===== src/rtl/tchc_pkg.sv =====
// ============================================================================
// tchc_pkg: shared types and constants of the time/channel hit clusterer
// Cluster record, cell and bank command types, sizes and register indexes.
// ============================================================================
`timescale 1ns / 1ps
`default_nettype none

package tchc_pkg;

    // sizes
    localparam int MAX_OPEN    = 16;
    localparam int MAX_MEMBERS = 32;
    localparam int SLOT_W      = $clog2(MAX_OPEN);
    localparam int ADDR_W      = $clog2(MAX_MEMBERS);
    localparam int CNT_W       = $clog2(MAX_MEMBERS + 1);

    // field widths
    localparam int TIME_W     = 48;
    localparam int DUR_W      = 16;
    localparam int CHAN_W     = 14;
    localparam int ADC_W      = 24;
    localparam int SUM_W      = 32;
    localparam int HITS_W     = 8;
    localparam int DROP_W     = 16;
    localparam int TICK_W     = 16;
    localparam int CFG_IDX_W  = 3;
    localparam int CFG_DATA_W = 32;

    // configuration register indexes
    localparam logic [CFG_IDX_W-1:0] REG_TICK_GAP = CFG_IDX_W'(0);
    localparam logic [CFG_IDX_W-1:0] REG_CHAN_GAP = CFG_IDX_W'(1);
    localparam logic [CFG_IDX_W-1:0] REG_MIN_HITS = CFG_IDX_W'(2);
    localparam logic [CFG_IDX_W-1:0] REG_ADC_CUT  = CFG_IDX_W'(3);

    // one open cluster; bank names the channel store that belongs to it
    typedef struct packed {
        logic              valid;
        logic [TIME_W-1:0] start_time;
        logic [TIME_W-1:0] end_time;
        logic [HITS_W-1:0] hits;
        logic [SUM_W-1:0]  adc_sum;
        logic [CHAN_W-1:0] chan_low;
        logic [CHAN_W-1:0] chan_high;
        logic              ovf;
        logic [SLOT_W-1:0] bank;
    } cluster_rec_t;

    typedef enum logic [2:0] {
        CELL_HOLD,
        CELL_TAKE_PREV,
        CELL_TAKE_NEXT,
        CELL_LOAD,
        CELL_ABSORB,
        CELL_KILL,
        CELL_SET_OVF
    } cell_op_t;

    typedef struct packed {
        logic scan_clr;
        logic scan_en;
        logic append;
        logic init;
    } bank_cmd_t;

endpackage

`default_nettype wire


===== src/rtl/tchc_bank.sv =====
// ============================================================================
// tchc_bank: member channel store of one cluster
// Holds up to MAX_MEMBERS channels, appends, and runs the adjacency scan.
// ============================================================================
`timescale 1ns / 1ps
`default_nettype none

module tchc_bank (
    input  logic                          clk,
    input  logic                          rst_n,
    input  tchc_pkg::bank_cmd_t           cmd,
    input  logic [tchc_pkg::ADDR_W-1:0]   rd_addr,
    input  logic [tchc_pkg::CHAN_W-1:0]   wr_data,
    input  logic [tchc_pkg::CHAN_W-1:0]   hit_channel,
    input  logic [tchc_pkg::CHAN_W-1:0]   chan_gap,
    output logic [tchc_pkg::CHAN_W-1:0]   rd_data,
    output logic                          near,
    output logic                          full,
    output logic [tchc_pkg::CNT_W-1:0]    stored
);
    import tchc_pkg::*;

    logic [CHAN_W-1:0] mem [MAX_MEMBERS];
    logic [CHAN_W-1:0] rd_data_reg;
    logic [ADDR_W-1:0] addr_d_reg;
    logic [CNT_W-1:0]  stored_reg, stored_next;
    logic              near_reg, near_next;
    logic              scan_d_reg;
    logic              wr_en;
    logic [ADDR_W-1:0] wr_addr;
    logic [CHAN_W-1:0] chan_diff;

    assign full    = (stored_reg == CNT_W'(MAX_MEMBERS));
    assign wr_en   = cmd.init || (cmd.append && !full);
    assign wr_addr = cmd.init ? '0 : stored_reg[ADDR_W-1:0];

    // storage, registered read
    always_ff @(posedge clk)
    begin
        rd_data_reg <= mem[rd_addr];
        addr_d_reg  <= rd_addr;
        if (wr_en)
        begin
            mem[wr_addr] <= wr_data;
        end
    end

    // distance of the scanned member to the hit channel
    always_comb
    begin
        chan_diff = (rd_data_reg > hit_channel) ? (rd_data_reg - hit_channel)
                                                : (hit_channel - rd_data_reg);
    end

    // fill count and adjacency flag
    always_comb
    begin
        stored_next = stored_reg;
        if (cmd.init)
        begin
            stored_next = CNT_W'(1);
        end
        else if (cmd.append && !full)
        begin
            stored_next = stored_reg + CNT_W'(1);
        end

        near_next = near_reg;
        if (cmd.scan_clr)
        begin
            near_next = 1'b0;
        end
        else if (scan_d_reg && (CNT_W'(addr_d_reg) < stored_reg) && (chan_diff <= chan_gap))
        begin
            near_next = 1'b1;
        end
    end

    always_ff @(posedge clk or negedge rst_n)
    begin
        if (!rst_n)
        begin
            stored_reg <= '0;
            near_reg   <= 1'b0;
            scan_d_reg <= 1'b0;
        end
        else
        begin
            stored_reg <= stored_next;
            near_reg   <= near_next;
            scan_d_reg <= cmd.scan_en;
        end
    end

    assign rd_data = rd_data_reg;
    assign near    = near_reg;
    assign stored  = stored_reg;

endmodule

`default_nettype wire


===== config.mk =====
export PLATFORM = sky130hd
export DESIGN_NAME = tchc_bank
export DESIGN_NICKNAME = d
export VERILOG_FILES = /design/src/rtl/tchc_pkg.sv /design/src/rtl/tchc_bank.sv
export SDC_FILE = /design/constraint.sdc
export NUM_CORES = 1
export LEC_CHECK = 0
export BUFFER_PORTS_ARGS = -buffer_cell sky130_fd_sc_hd__buf_2
export CAP_MARGIN = 20
export CORE_MARGIN = 2
export CORE_UTILIZATION = 56
export DETAILED_ROUTE_END_ITERATION = 6
export PLACE_DENSITY = 0.74
export SETUP_SLACK_MARGIN = 0.3
export SLEW_MARGIN = 40
export SYNTH_ARGS = -nofsm -noshare
export SYNTH_HDL_FRONTEND = slang
export SYNTH_SLANG_ARGS = --single-unit

===== constraint.sdc =====
create_clock -name clk -period 3.5 [get_ports clk]
set_input_delay 0.175 -clock clk [delete_from_list [all_inputs] [get_ports clk]]
set_output_delay 0.175 -clock clk [all_outputs]
set_load 0.1 [all_outputs]

==> metrics.md <==
| Metric | Value |
|---|---|
| Status | `complete, no violations` |
| Initial antenna violation count | `4` |
| Num CTS Buffers | `47` |
| Initial DRC Count | `889` |
| Net Count, Synth | `1106` |
| Yosys cell types | `50` |
| All-layer global routing usage | `24.9%` |
| Largest net degree at the start of global routing | `53` |
| Clock sink total | `475` |
| Syn Inst Count | `1004` |
| Worst skew pair latency | `560 ps` |
| Slew Limit Headroom | `54.6%` |
| HPWL Detailed | `26.2 mm` |
| Synth Register Bits | `475` |
| Vias | `10050` |
| Peak supply drop | `0.000462 V` |
| WP buf/inv | `5` |
| Final design utilization | `66.0%` |
| Mux contribution to synthesized area | `17.5%` |
| Fin nets | `1247` |
| CP Data Required Time | `3990 ps` |
| Number of I/O pins | `75` |
| Placed Instance Area | `21200 µm²` |
| RD Place Congestion | `0.888` |
| DRT Wirelength | `44.0 mm` |
| Min Tclk post-route | `3480 ps` |
| Post-synth EDFFs | `448` |
| Final setup vio count | `0` |
| Compound-Gate Fraction of Synth Area | `2.56%` |
| Layout area overhead | `15.5%` |
| Die area | `36800 µm²` |
| Post-synthesis simple-gate area fraction | `2.87%` |
| RSZ-0062 raised after global routing | `true` |
| Max cap viols | `0` |
| PD cells | `560 nW/µm²` |
| Post-synthesis xor/xnor area fraction | `0.664%` |
| Hold Slack | `53.9 ps` |
| Std cell rows | `68` |
| Wirelength per Cell | `26.9 µm` |
| Slowest library cell on the worst path | `dfxtp_4` |
| Post-route ant nets | `0` |
| Async set-reset flop share out of synthesis | `1.68%` |
| Crit-path leading delay family | `compound AO/OA/AOI/OAI gates` |
| Most frequent cells in the layout | `448 x edfxtp_1, 140 x mux4_2, 71 x buf_2, 54 x buf_4, 53 x inv_1` |
| TritonCTS clock tree | `built` |
| # H-tree levels | `2` |
| Max FFs per register | `448` |
| Synth Flop Type | `edfxtp_1` |
| Seq/Total Area, Yosys | `71.0%` |
| Fin. max-slew vios | `0` |
| Max Freq | `0.287 GHz` |
| CP Capture Type | `flip-flop` |
| Worst endpoint data arrival time | `3970 ps` |
| Largest family of logic cells by synthesized area | `multiplexers` |
| Crit path cell chain | `inv_2 -> ha_4 -> inv_1 -> fa_2 -> a21o_1 -> a221oi_2 -> o211ai_1 -> buf_4 -> buf_4 -> buf_4 -> nand3_1 -> mux2i_1 -> nor3b_2 -> ha_1 -> a21o_1 -> a21o_1 -> a221oi_2 -> o221ai_1 -> a21oi_1` |
| Hold crit path type | `input pin to flip-flop` |
| Vias per Instance | `6.13` |
| Die width | `192 µm` |
| Mean Syn Cell Area | `19.7 µm²` |
| First-pass GRT wire length | `65.3 mm` |
| Layout cells sized above 1 | `35.2%` |
| Slowest Stage Delay on Critical Path | `340 ps` |
| Crit path launch type | `flip-flop` |
| Peak fanout along the critical path | `3` |
| Clock tree buffer depth | `3` |
| Drt pass-1 iters | `5` |
| Clk pin slew, worst setup/hold paths | `70 ps` |
| Synth Area in Adders | `3.18%` |
| Leading cell type in the layout, fill and taps excluded | `edfxtp_1` |
| Fin crit share | `99.5%` |
| Global route total overflow | `0` |
| Residual DRC | `0` |
| Vias in the first global route | `10468` |
| Die span in y | `192 µm` |
| Final hold violation count | `0` |
| Final instance area | `22800 µm²` |
| Filler Cells Inserted | `2221` |
| Yosys Warn Count | `0` |
| Port bufs | `74` |
| CTS root buf | `clkbuf_16` |
| Tightest Pin Transition | `680 ps` |
| Starting Density | `57.1%` |
| LEAKAGE | `0.00779 µW` |
| Mapped Area | `19800 µm²` |
| Core area | `34600 µm²` |
| Crit Path Class | `flip-flop to flip-flop` |
| Clock Skew | `14.5 ps` |
## timing repair
action,CTS,global route
endpoints found under the hold margin,16,0
pin swaps,11,6
setup endpoints to repair,1,1
hold buffers,7,0
setup buffers,2,1
gates resized for setup,7,6
## routing by layer
metal,vias to the layer above,share of wire [%],global-route usage (%)
li1,4352,-,-
met1,5167,40,33.9
met2,449,49,41.0
met3,80,7.7,4.40
met4,2,3.4,9.14
met5,-,0.025,0
## stage by stage
step / power, µW / worst slack, ps / setup TNS [ps] / cells
floorplan: 7540 / -121 / -121 / 1004
global placement: 8000 / -45.2 / -45.2 / 1541
detailed placement: 8030 / -93.9 / -93.9 / 1541
CTS: 12800 / 29.6 / 0 / 1636
global route: 13200 / -198 / -198 / 1637
finish: 12800 / 17.6 / 0 / 1639
## power breakdown
| group | leakage [µW] | internal (µW) | switching (µW) |
|---|---|---|---|
| combinational | 0.00276 | 676 | 959 |
| sequential | 0.00430 | 6290 | 46.7 |
| clock | 0.000728 | 2750 | 2080 |
## synth_stat cells, types with 2 or more instances
cell	number	area, µm²
o21a_1	5	37.5
nor2_1	50	188
buf_2	14	70.1
dfrtp_1	8	200
inv_1	54	203
nand4_1	6	37.5
a211oi_1	3	22.5
buf_1	6	22.5
a21oi_1	25	125
o21bai_1	2	15.0
mux2i_1	13	130
fa_1	2	40.0
xor2_1	5	43.8
buf_4	4	30.0
ha_1	47	588
and4_1	3	26.3
a21o_1	16	120
o21ai_0	12	60.1
dfxtp_1	19	380
mux2_2	15	169
or3_1	2	12.5
clkbuf_1	17	63.8
nand2b_1	3	18.8
nor2b_1	6	37.5
and3_1	4	25.0
xnor2_1	10	87.6
nand4b_1	2	17.5
edfxtp_1	448	13500
and2_1	2	12.5
a221oi_1	2	17.5
nor3_1	5	25.0
o221ai_1	2	17.5
buf_6	6	67.6
nand3_1	14	70.1
nand2_1	18	67.6
mux4_2	140	3150
## cell type report
class | count | area (µm²) | area share, %
sequential | 475 | 14100 | 61.6
multi-input combinational | 428 | 5560 | 24.4
clock buffer | 60 | 1250 | 5.46
timing repair buffer | 139 | 953 | 4.17
tap | 455 | 569 | 2.49
clock inverter | 26 | 224 | 0.980
inverter | 54 | 203 | 0.887
antenna | 2 | 5.00 | 0.0219
## logic make-up (layout without fill, tap and decap cells)
logic type,Yosys count,after routing
flops,475,475
mux,168,168
simple gates,119,119
buf+inv,101,279
compound gates,77,77
fa+ha+maj,49,49
xor+xnor,15,15
other cells,0,2
## worst paths after layout
path,startpoint,end,slack [ps],depth (start not counted)
max,rd_data[0],near,20,19
max in group asynchronous,rst_n,stored[0],2570,3
min in group asynchronous,rst_n,scan_d_reg,600,3
min reg2reg,near,near,540,2
min,rd_addr[3],addr_d_reg[3],50,1
max reg2reg,rd_data[0],near,20,19
Power figures use the tool's default switching activity.
